## config.mk

```make
export PLATFORM = sky130hd
export DESIGN_NAME = rational_arithmetic_unit_core
export DESIGN_NICKNAME = d
export VERILOG_FILES = /design/src/rtl/rau_pkg.sv /design/src/rtl/rational_arithmetic_unit_core.sv /design/src/rtl/rau_datapath.sv /design/src/rtl/rau_ctrl.sv
export SDC_FILE = /design/constraint.sdc
export NUM_CORES = 2
export LEC_CHECK = 0
export ABC_AREA = 1
export BUFFER_PORTS_ARGS = -buffer_cell sky130_fd_sc_hd__buf_2
export CORE_ASPECT_RATIO = 0.6
export CORE_MARGIN = 5
export CORE_UTILIZATION = 45
export DETAILED_ROUTE_END_ITERATION = 8
export SETUP_SLACK_MARGIN = 0.02
export SYNTH_ARGS = -nofsm -noshare
export SYNTH_HDL_FRONTEND = slang
export SYNTH_HIERARCHICAL = 1
export SYNTH_SLANG_ARGS = --single-unit
```

## constraint.sdc

```tcl
create_clock -name clock -period 14.5 [get_ports clock]
set_input_delay 1.45 -clock clock [delete_from_list [all_inputs] [get_ports clock]]
set_output_delay 1.45 -clock clock [all_outputs]
set_load 0.02 [all_outputs]
```

## src/rtl/rau_pkg.sv

```systemverilog
// Shared types and constants for the rational arithmetic unit.
package rau_pkg;
   localparam int OperandWidth = 32;
   localparam int ProdWidth = 64;

   typedef enum logic [1:0] {
      OP_ADD = 2'd0,
      OP_SUB = 2'd1,
      OP_MUL = 2'd2,
      OP_DIV = 2'd3
   } op_type;

   // divider operand selection
   typedef enum logic [1:0] {
      SEL_MOD = 2'd0, // x mod y
      SEL_NUM = 2'd1, // num / g
      SEL_DEN = 2'd2  // den / g
   } div_sel_type;

   // datapath commands from the controller
   typedef struct packed {
      logic load;      // capture operands, start product phase
      logic mul_step;  // next partial product
      logic div_start; // start a serial divide
      logic div_step;  // one quotient bit
      logic gcd_swap;  // x <= y, y <= remainder
      logic reduce_num; // num <= quotient
      logic reduce_den; // den <= quotient
      div_sel_type div_sel;
   } cmd_type;

   typedef struct packed {
      logic mul_done;
      logic div_done;
      logic y_zero;
      logic num_zero;
      logic dz;
      logic g_gt1;
   } sts_type;
endpackage

```

## src/rtl/rational_arithmetic_unit_core.sv

```systemverilog
// Rational arithmetic unit top level.
// One word at a time: cross products are formed on one shared multiplier, then each
// Euclid step is a 64-bit serial divide, and a reduction (when the gcd exceeds one)
// adds two more such divides. The next word is taken once the result has been taken.
// Division by a zero fraction gives 0/1 with div_by_zero set.
module rational_arithmetic_unit_core #(
   parameter int OPERAND_WIDTH = rau_pkg::OperandWidth
) (
   input  logic clock,
   input  logic reset,
   input  logic req_tvalid,
   output logic req_tready,
   // operation[1:0], a_num[33:2], a_den[64:34], b_num[96:65], b_den[127:97]
   input  logic [127:0] req_tdata,
   output logic rsp_tvalid,
   input  logic rsp_tready,
   // result_num[63:0], result_den[126:64], zero fill
   output logic [127:0] rsp_tdata,
   // div_by_zero
   output logic rsp_tuser
);
   import rau_pkg::*;
   cmd_type cmd;
   sts_type sts;
   logic zero, dz;
   logic [63:0] rn;
   logic [62:0] rd;

   rau_ctrl u_ctrl (
      .clock, .reset, .in_valid(req_tvalid), .in_ready(req_tready),
      .out_valid(rsp_tvalid), .out_ready(rsp_tready), .out_zero(zero), .out_dz(dz),
      .cmd, .sts
   );

   rau_datapath #(.OPERAND_WIDTH(OPERAND_WIDTH)) u_dp (
      .clock, .reset, .cmd, .sts, .op(req_tdata[1:0]),
      .a_num(req_tdata[2 +: OPERAND_WIDTH]),
      .a_den(req_tdata[34 +: OPERAND_WIDTH-1]),
      .b_num(req_tdata[65 +: OPERAND_WIDTH]),
      .b_den(req_tdata[97 +: OPERAND_WIDTH-1]),
      .res_num(rn), .res_den(rd)
   );

   assign rsp_tdata = {1'b0, zero ? 63'd1 : rd, zero ? 64'd0 : rn};
   assign rsp_tuser = dz;
endmodule

```

## src/rtl/rau_datapath.sv

```systemverilog
// Datapath: serial cross products, serial divider, gcd registers.
module rau_datapath #(
   parameter int OPERAND_WIDTH = rau_pkg::OperandWidth
) (
   input  logic clock,
   input  logic reset,
   input  rau_pkg::cmd_type cmd,
   output rau_pkg::sts_type sts,
   input  logic [1:0] op,
   input  logic [OPERAND_WIDTH-1:0] a_num,
   input  logic [OPERAND_WIDTH-2:0] a_den,
   input  logic [OPERAND_WIDTH-1:0] b_num,
   input  logic [OPERAND_WIDTH-2:0] b_den,
   output logic [63:0] res_num,
   output logic [62:0] res_den
);
   import rau_pkg::*;
   localparam int W = OPERAND_WIDTH;

   logic signed [W-1:0] an_ff, bn_ff;
   logic signed [W:0] ad_ff, bd_ff;
   logic [1:0] op_ff;
   logic [1:0] mcnt_ff;
   logic signed [63:0] n_ff, n_in, d_ff;
   logic signed [63:0] p0_ff, p1_ff;
   logic neg_ff;
   logic [63:0] un_ff, ud_ff, x_ff, y_ff;
   logic [63:0] q_ff, r_ff, dvd_ff, dvs_ff;
   logic [6:0] dcnt_ff;
   logic dbusy_ff;
   logic signed [W:0] ma, mb;
   logic signed [2*W+1:0] prod;
   logic [64:0] rtry;

   // one multiply per step; registered product feeds the next step
   always_comb begin
      ma = '0; mb = '0;
      case (mcnt_ff)
         2'd0: begin
            ma = {an_ff[W-1], an_ff};
            mb = (op_ff == OP_MUL) ? {bn_ff[W-1], bn_ff} : bd_ff;
         end
         2'd1: begin
            ma = {bn_ff[W-1], bn_ff};
            mb = ad_ff;
         end
         default: begin
            ma = ad_ff;
            mb = (op_ff == OP_DIV) ? {bn_ff[W-1], bn_ff} : bd_ff;
         end
      endcase
      prod = ma * mb;
   end

   assign rtry = {r_ff, dvd_ff[63]} - {1'b0, dvs_ff};

   always_comb begin
      n_in = n_ff;
      case (op_ff)
         OP_ADD: n_in = p0_ff + p1_ff;
         OP_SUB: n_in = p0_ff - p1_ff;
         default: n_in = p0_ff;
      endcase
   end

   always_ff @(posedge clock) begin
      if (reset) begin
         mcnt_ff <= '0;
         dbusy_ff <= 1'b0;
         dcnt_ff <= '0;
      end else begin
         if (cmd.load) begin
            op_ff <= op;
            an_ff <= a_num;
            bn_ff <= b_num;
            ad_ff <= {2'b0, a_den};
            bd_ff <= {2'b0, b_den};
            mcnt_ff <= '0;
         end else if (cmd.mul_step) begin
            case (mcnt_ff)
               2'd0: p0_ff <= 64'(prod);
               2'd1: p1_ff <= 64'(prod);
               2'd2: d_ff <= 64'(prod);
               default: begin
                  n_ff <= n_in;
                  neg_ff <= n_in[63] ^ d_ff[63];
                  un_ff <= n_in[63] ? 64'd0 - n_in : n_in;
                  ud_ff <= d_ff[63] ? 64'd0 - d_ff : d_ff;
                  x_ff <= n_in[63] ? 64'd0 - n_in : n_in;
                  y_ff <= d_ff[63] ? 64'd0 - d_ff : d_ff;
               end
            endcase
            mcnt_ff <= mcnt_ff + 2'd1;
         end
         if (cmd.div_start) begin
            case (cmd.div_sel)
               SEL_MOD: begin dvd_ff <= x_ff; dvs_ff <= y_ff; end
               SEL_NUM: begin dvd_ff <= un_ff; dvs_ff <= x_ff; end
               default: begin dvd_ff <= ud_ff; dvs_ff <= x_ff; end
            endcase
            r_ff <= '0;
            q_ff <= '0;
            dcnt_ff <= '0;
            dbusy_ff <= 1'b1;
         end else if (cmd.div_step && dbusy_ff) begin
            // restoring divide, one bit per cycle
            if (!rtry[64]) begin
               r_ff <= rtry[63:0];
               q_ff <= {q_ff[62:0], 1'b1};
            end else begin
               r_ff <= {r_ff[62:0], dvd_ff[63]};
               q_ff <= {q_ff[62:0], 1'b0};
            end
            dvd_ff <= {dvd_ff[62:0], 1'b0};
            dcnt_ff <= dcnt_ff + 7'd1;
            if (dcnt_ff == 7'd63) dbusy_ff <= 1'b0;
         end
         if (cmd.gcd_swap) begin
            x_ff <= y_ff;
            y_ff <= r_ff;
         end
         if (cmd.reduce_num) un_ff <= q_ff;
         if (cmd.reduce_den) ud_ff <= q_ff;
      end
   end

   assign sts.mul_done = (mcnt_ff == 2'd3);
   assign sts.div_done = !dbusy_ff;
   assign sts.y_zero = (y_ff == '0);
   assign sts.num_zero = (n_ff == '0);
   assign sts.dz = (op_ff == OP_DIV) && (bn_ff == '0);
   assign sts.g_gt1 = (x_ff > 64'd1);
   assign res_num = neg_ff ? 64'd0 - un_ff : un_ff;
   assign res_den = ud_ff[62:0];
endmodule

```

## src/rtl/rau_ctrl.sv

```systemverilog
// Controller: sequences products, gcd loop and reduction divides.
module rau_ctrl (
   input  logic clock,
   input  logic reset,
   input  logic in_valid,
   output logic in_ready,
   output logic out_valid,
   input  logic out_ready,
   output logic out_zero,
   output logic out_dz,
   output rau_pkg::cmd_type cmd,
   input  rau_pkg::sts_type sts
);
   import rau_pkg::*;
   typedef enum logic [3:0] {
      S_IDLE, S_MUL, S_CHK, S_GCD, S_GWAIT, S_RN, S_RNW, S_RD, S_RDW, S_OUT
   } state_type;
   state_type state_ff;
   logic zero_ff, dz_ff;
   logic started_ff;

   always_comb begin
      cmd = '0;
      case (state_ff)
         S_IDLE: cmd.load = in_valid;
         // the last step (count 3) forms the numerator and the gcd operands
         S_MUL: cmd.mul_step = 1'b1;
         S_GCD: begin cmd.div_start = !sts.y_zero; cmd.div_sel = SEL_MOD; end
         S_GWAIT: begin
            cmd.div_step = 1'b1;
            cmd.gcd_swap = sts.div_done && started_ff;
         end
         S_RN: begin cmd.div_start = 1'b1; cmd.div_sel = SEL_NUM; end
         S_RNW: begin
            cmd.div_step = 1'b1;
            cmd.reduce_num = sts.div_done && started_ff;
         end
         S_RD: begin cmd.div_start = 1'b1; cmd.div_sel = SEL_DEN; end
         S_RDW: begin
            cmd.div_step = 1'b1;
            cmd.reduce_den = sts.div_done && started_ff;
         end
         default: cmd = '0;
      endcase
   end

   always_ff @(posedge clock) begin
      if (reset) begin
         state_ff <= S_IDLE;
         zero_ff <= 1'b0;
         dz_ff <= 1'b0;
         started_ff <= 1'b0;
      end else begin
         case (state_ff)
            S_IDLE: if (in_valid) state_ff <= S_MUL;
            S_MUL: if (sts.mul_done) begin
               state_ff <= S_CHK;
            end
            S_CHK: begin
               dz_ff <= sts.dz;
               zero_ff <= sts.dz || sts.num_zero;
               state_ff <= (sts.dz || sts.num_zero) ? S_OUT : S_GCD;
            end
            S_GCD: begin
               started_ff <= 1'b0;
               state_ff <= sts.y_zero ? (sts.g_gt1 ? S_RN : S_OUT) : S_GWAIT;
            end
            S_GWAIT, S_RNW, S_RDW: begin
               // div_done already reads busy in the cycle after a start; started_ff is an extra guard
               started_ff <= 1'b1;
               if (sts.div_done && started_ff) begin
                  started_ff <= 1'b0;
                  case (state_ff)
                     S_GWAIT: state_ff <= S_GCD;
                     S_RNW: state_ff <= S_RD;
                     default: state_ff <= S_OUT;
                  endcase
               end
            end
            S_RN: state_ff <= S_RNW;
            S_RD: state_ff <= S_RDW;
            S_OUT: if (out_ready) state_ff <= S_IDLE;
            default: state_ff <= S_IDLE;
         endcase
      end
   end

   assign in_ready = (state_ff == S_IDLE);
   assign out_valid = (state_ff == S_OUT);
   assign out_zero = zero_ff;
   assign out_dz = dz_ff;
endmodule

```

; ---- Yosys cells after proc, flatten, opt, wreduce, memory -nomap -nowiden
; Cells that the tools add are included.
[totals]
regBits = 914
latchBits = 0
ram_bits = 0
romBits = 0
in_bits = 132
out_inout_bits = 131
elab_cells = 152
memories = 0
[op_classes]
addsub = 8
multipliers = 1
div = 0
order_cmp = 1
eq_ne = 27
shift = 0
mux = 50
bitwise = 4
n_reduce_logical = 36
[op_table]
columns = cell, n
row1 = 64-bit two-way mux, 20
row2 = 64-bit case mux with 2 select lines, 2
row3 = "1-bit by 64-bit subtractor with 64-bit output, first input constant", 3
row4 = 33-bit case mux with 2 select lines, 2
row5 = 64-bit logical NOT, 2
row6 = 33-bit two-way mux, 2
row7 = 65-bit by 64-bit subtractor with 65-bit output, 1
row8 = 64-bit adder, 1
row9 = "64-bit by 1-bit > comparator with 1-bit output, second input constant", 1
row10 = 33-bit by 33-bit multiplier with 64-bit output, 1
row11 = 64-bit subtractor, 1
row12 = 63-bit two-way mux, 1
row13 = 32-bit logical NOT, 1
row14 = 4-bit case mux with 8 select lines, 1
row15 = 4-bit AND reduction, 8
row16 = 4-bit two-way mux, 7
row17 = "4-bit by 3-bit == test with 1-bit output, second input constant", 4
row18 = 2-bit nonzero test, 6
row19 = 1-bit two-way mux, 11
row20 = "2-bit by 1-bit != test with 1-bit output, second input constant", 5
row21 = "2-bit != test, second input constant", 5
row22 = "2-bit == test, second input constant", 4
row23 = "4-bit by 2-bit == test with 1-bit output, second input constant", 2
row24 = "4-bit == test, second input constant", 2
row25 = 18 further kinds, 34

; ---- Logic depth before layout (Yosys ltp)
[logic_depth]
depth_word = 8
ltp_mapped = 41
ltp_nobuf = 40

; ---- Modules after synthesis
; Netlist, hierarchy kept.
[by_module_without_submodules]
columns = module, instances, cells_per_inst, area_per_inst_um2, seq_area_each_um2
row1 = rau_datapath, 1, 11196, 92961.7, 27136.0
row2 = rational_arithmetic_unit_core, 1, 271, 1069.8, 0.0
row3 = rau_ctrl, 1, 92, 520.5, 140.1

; ---- Worst setup path before layout
; No wires, ideal clock.
[synth_timing]
path_type = input to register
from = in reset
to = reg u_dp.dvd_ff[0], enable pin
setup_ps = 808
arrival_time_ps = 10873
required_ps = 13692
setup_slack_ps = 2818
cell_stages = 2
path_buffers = 1
path_cell_list = clkbuf_1 > a21oi_1
[synth_between]
elab_chain_len = 2
[synth_rtl]
columns = element, line
row1 = start: declaration, rational_arithmetic_unit_core.sv:10  ; input logic reset,
row2 = 1-bit inverter (no line), --
row3 = 2-bit AND reduction (no line), --
row4 = end signal: assignment, rau_datapath.sv:114  ; dvd_ff <= {dvd_ff[62:0], 1'b0};
row5 = end: declaration, rau_datapath.sv:28  ; logic [63:0] q_ff, r_ff, dvd_ff, dvs_ff;
; No other way between the ends.
; A chain may end at the register's enable or synchronous reset.

; ---- Worst setup path in the final report
[layout_timing]
from = reg u_dp.op_ff[1]
to = reg u_dp.p0_ff[60], data pin
[layout_between]
elab_chain_len = 4
elab_cells_between_ends = 6
cone_classes = mul (1) / eq/ne (2) / mux (3)
[layout_rtl]
columns = element, line
row1 = start: declaration, rau_datapath.sv:22  ; logic [1:0] op_ff;
row2 = start signal: assignment, rau_datapath.sv:73  ; op_ff <= op;
row3 = "2-bit == test, on equally long branches", "rau_datapath.sv:49, rau_datapath.sv:41"
row4 = "33-bit two-way mux, on equally long branches", "rau_datapath.sv:49, rau_datapath.sv:41"
row5 = 33-bit case mux with 2 select lines (*), rau_datapath.sv:38  ; case (mcnt_ff)
row6 = 33-bit by 33-bit multiplier with 64-bit output (*), rau_datapath.sv:52  ; prod = ma * mb;
row7 = via u_dp.prod[60], rau_datapath.sv:32  ; logic signed [2*W+1:0] prod;
row8 = end signal: assignment, rau_datapath.sv:81  ; 2'd0: p0_ff <= 64'(prod);
row9 = end: declaration, rau_datapath.sv:25  ; logic signed [63:0] p0_ff, p1_ff;
; The timed path passes the listed nets; every way through them passes the cells marked *.

==> results.json <==
{
  "status": "finished, final reports clean",
  "slew_headroom_pct": 5.147,
  "met2_usage_pct": 40.66,
  "ios": 263,
  "gr-total-overflow": 0,
  "first_pass_iters": 8,
  "cts_htree_levels": 3,
  "cts_sinks": 914,
  "rows": 130,
  "dp_hpwl_mm": 315.7,
  "cp.arrival_ns": 13.48,
  "grtUsageMet3_pct": 16.41,
  "ys_seq_elements": 914,
  "finalWorstPathRequiredPeriod_ns": 12.94,
  "drc_errors": 0,
  "cts_buffers": 95,
  "r2r_cells": 35,
  "worst_slew_pin_slew_ns": 1.418,
  "clk_latency_ns": 0.75,
  "hold_depth": 2,
  "grt_usage_pct": 34.54,
  "syn_to_final_growth_pct": 8.264,
  "tritoncts": "yes",
  "drv_slew": 0,
  "cp_slowest_cell": "inv_1",
  "crit_path_end_kind": "flop",
  "wl_per_cell_um": 26.43,
  "die_area_um2": 219700,
  "post_drt_via_cell_ratio": 5.620,
  "drive_gt1_share_pct": 7.755,
  "start_util_pct": 45.20,
  "synthArstFlopShare_pct": 0,
  "yosysSeqAreaShare_pct": 28.85,
  "synthFlopType": "edfxtp_1",
  "cts_buffer_depth": 3,
  "hold_class": "flop to flop",
  "clock.fmax_ghz": 0.07727,
  "port_buffers": 261,
  "grt_max_degree": 118,
  "syn-num-nets": 13147,
  "die_w_um": 601.8,
  "rsz0062_at_grt": "no",
  "cts_resized": 0,
  "final.setup_skew_ns": 0.05720,
  "synth_area_leaders": "edfxtp_1, fa_1, inv_1",
  "first_iter_violations": 11141,
  "ys_types": 65,
  "clockRootBuffer": "clkbuf_16",
  "grtUsageMet1_pct": 55.49,
  "finalHoldViolations": 0,
  "start_kind": "flop",
  "final.setup.tns_ns": 0,
  "netlist_area_um2": 94550,
  "antenna_found_initial": 16,
  "core-area_um2": 209200,
  "avgSynthCellArea_um2": 8.180,
  "synth_edf_count": 897,
  "setup_viol": 0,
  "synth_top_area_share_pct": 28.49,
  "yosys.area.top_type": "edfxtp_1",
  "gp_congestion": 1.059,
  "nets": 13235,
  "die_h_um": 365.1,
  "crit_type": "flop to flop",
  "worstPathRequired_ns": 15.03,
  "synth_cells": 11559,
  "finalCritPeriodShare_pct": 89.25,
  "yosys_warnings": 6,
  "cp_max_fo": 20,
  "grt_pass1_wl_mm": 551.3,
  "grt_pass1_vias": 78168,
  "top_usage_layer": "met1",
  "crit_top_cell": "inv_1",
  "postCtsSetupBuffers": 0,
  "ant_nets": 0,
  "maxCapViolCount": 0,
  "clk_pin_slew_ns": 0.07,
  "postCtsHoldBufs": 0,
  "routed-via-count": 81516,
  "max_stage_delay_ns": 0.82,
  "wirelength_mm": 383.4
}
synthesized netlist by cell type (all sizes together) (53+ instances only):
| cell | count |
|---|---|
| a21oi | 341 |
| a31oi | 91 |
| buf | 135 |
| clkbuf | 316 |
| edfxtp | 897 |
| fa | 1107 |
| ha | 349 |
| inv | 2508 |
| nand2 | 2458 |
| nand3 | 277 |
| nand4 | 101 |
| nor2 | 1558 |
| nor3 | 85 |
| nor4 | 115 |
| o211ai | 70 |
| o21ai | 539 |
| or2 | 53 |
| xnor2 | 118 |
| xor2 | 237 |
layout make-up:
| type | instances | area (um^2) |
|---|---|---|
| Sequential cell | 914 | 27280 |
| Clock buffer | 107 | 2444 |
| Timing Repair Buffer | 442 | 2706 |
| Fill cell | 20370 | 106800 |
| Clock inverter | 65 | 760.7 |
| Inverter | 2521 | 9469 |
| Tap cell | 2772 | 3468 |
| Antenna cell | 11 | 27.53 |
| Multi-Input combinational cell | 7673 | 56210 |
metrics by stage:
stage                     utilization, %  setup WS (ns)  hold WS [ns]  area [um^2]  std cells
final                              48.94          1.558        0.4598       102400      14505
after global routing               48.93          1.333        0.5036       102400      14502
after CTS                          48.92          2.272        0.4631       102300      14493
after detailed placement           47.39          2.307        0.4529        99120      14321
after global placement             47.39          2.482        0.4480        99120      14321
after floorplan                        -          2.818        0.4388        94550      11559
layer usage:
layer | vias to the layer above | routed length, um
li1 | 35775 | -
met1 | 40339 | 181600
met2 | 4938 | 131100
met3 | 440 | 63100
met4 | 24 | 6455
met5 | - | 1103
worst max-delay path, delay by kind of cell (launching register included):
kind                       cells  cell delay (ns)
buffers and inverters         12             3.42
AOI/OAI and AO/OA              2             0.31
and+or+nand+nor               11             3.55
DFF                            1             0.34
xor gates and xnor gates       1             0.28
adders and majority gates      9             4.79
path summary, 6_finish.rpt:
check / from / to / slack [ns]
max: u_dp/op_ff[1]$_DFFE_PP_ / u_dp/p0_ff[60]$_DFFE_PP_ / 1.56
min: u_dp/dcnt_ff[6]$_SDFFE_PP0P_ / u_dp/dcnt_ff[6]$_SDFFE_PP0P_ / 0.46
max reg2reg: u_dp/op_ff[1]$_DFFE_PP_ / u_dp/p0_ff[60]$_DFFE_PP_ / 1.56
min reg2reg: u_dp/dcnt_ff[6]$_SDFFE_PP0P_ / u_dp/dcnt_ff[6]$_SDFFE_PP0P_ / 0.46
cells in the final DEF (no fill, tap or decap), types with 27 or more instances in the layout:
cell | netlist | layout
buf_2 | 31 | 261
nand2_1 | 2418 | 2416
o221ai_1 | 27 | 27
a21oi_1 | 339 | 338
a31oi_1 | 90 | 73
a211oi_1 | 43 | 43
xor2_1 | 235 | 235
o21ai_1 | 63 | 55
nor2_1 | 1498 | 1486
ha_1 | 349 | 348
xnor2_1 | 118 | 118
nor4_1 | 115 | 112
nand2_2 | 37 | 38
nor2_2 | 50 | 53
inv_1 | 2478 | 2471
nand3_1 | 266 | 266
o211ai_1 | 70 | 70
or2_2 | 46 | 46
buf_4 | 72 | 177
clkinv_1 | 13 | 27
fa_1 | 1107 | 1107
edfxtp_1 | 897 | 897
o21ai_0 | 448 | 427
nand4_1 | 98 | 98
nor3_1 | 73 | 71
clkbuf_16 | 0 | 96
inv_2 | 30 | 34
o21ai_2 | 28 | 45
cells by family (layout without fill, tap and decap cells):
logic type / count (synthesis) / count (layout) / share of synthesized area [%]
buf+inv: 2972 / 3135 / 12.21
other cells: 1 / 12 / 0.003966
simple gates: 4671 / 4671 / 20.33
fa+ha+maj: 1456 / 1456 / 28.06
flops: 914 / 914 / 28.85
xor+xnor: 355 / 355 / 3.304
compound gates: 1190 / 1190 / 7.248
Power is left out: the tool's default activity adds up to more than one toggle a clock period on the data nets, which glitch-free logic cannot reach.
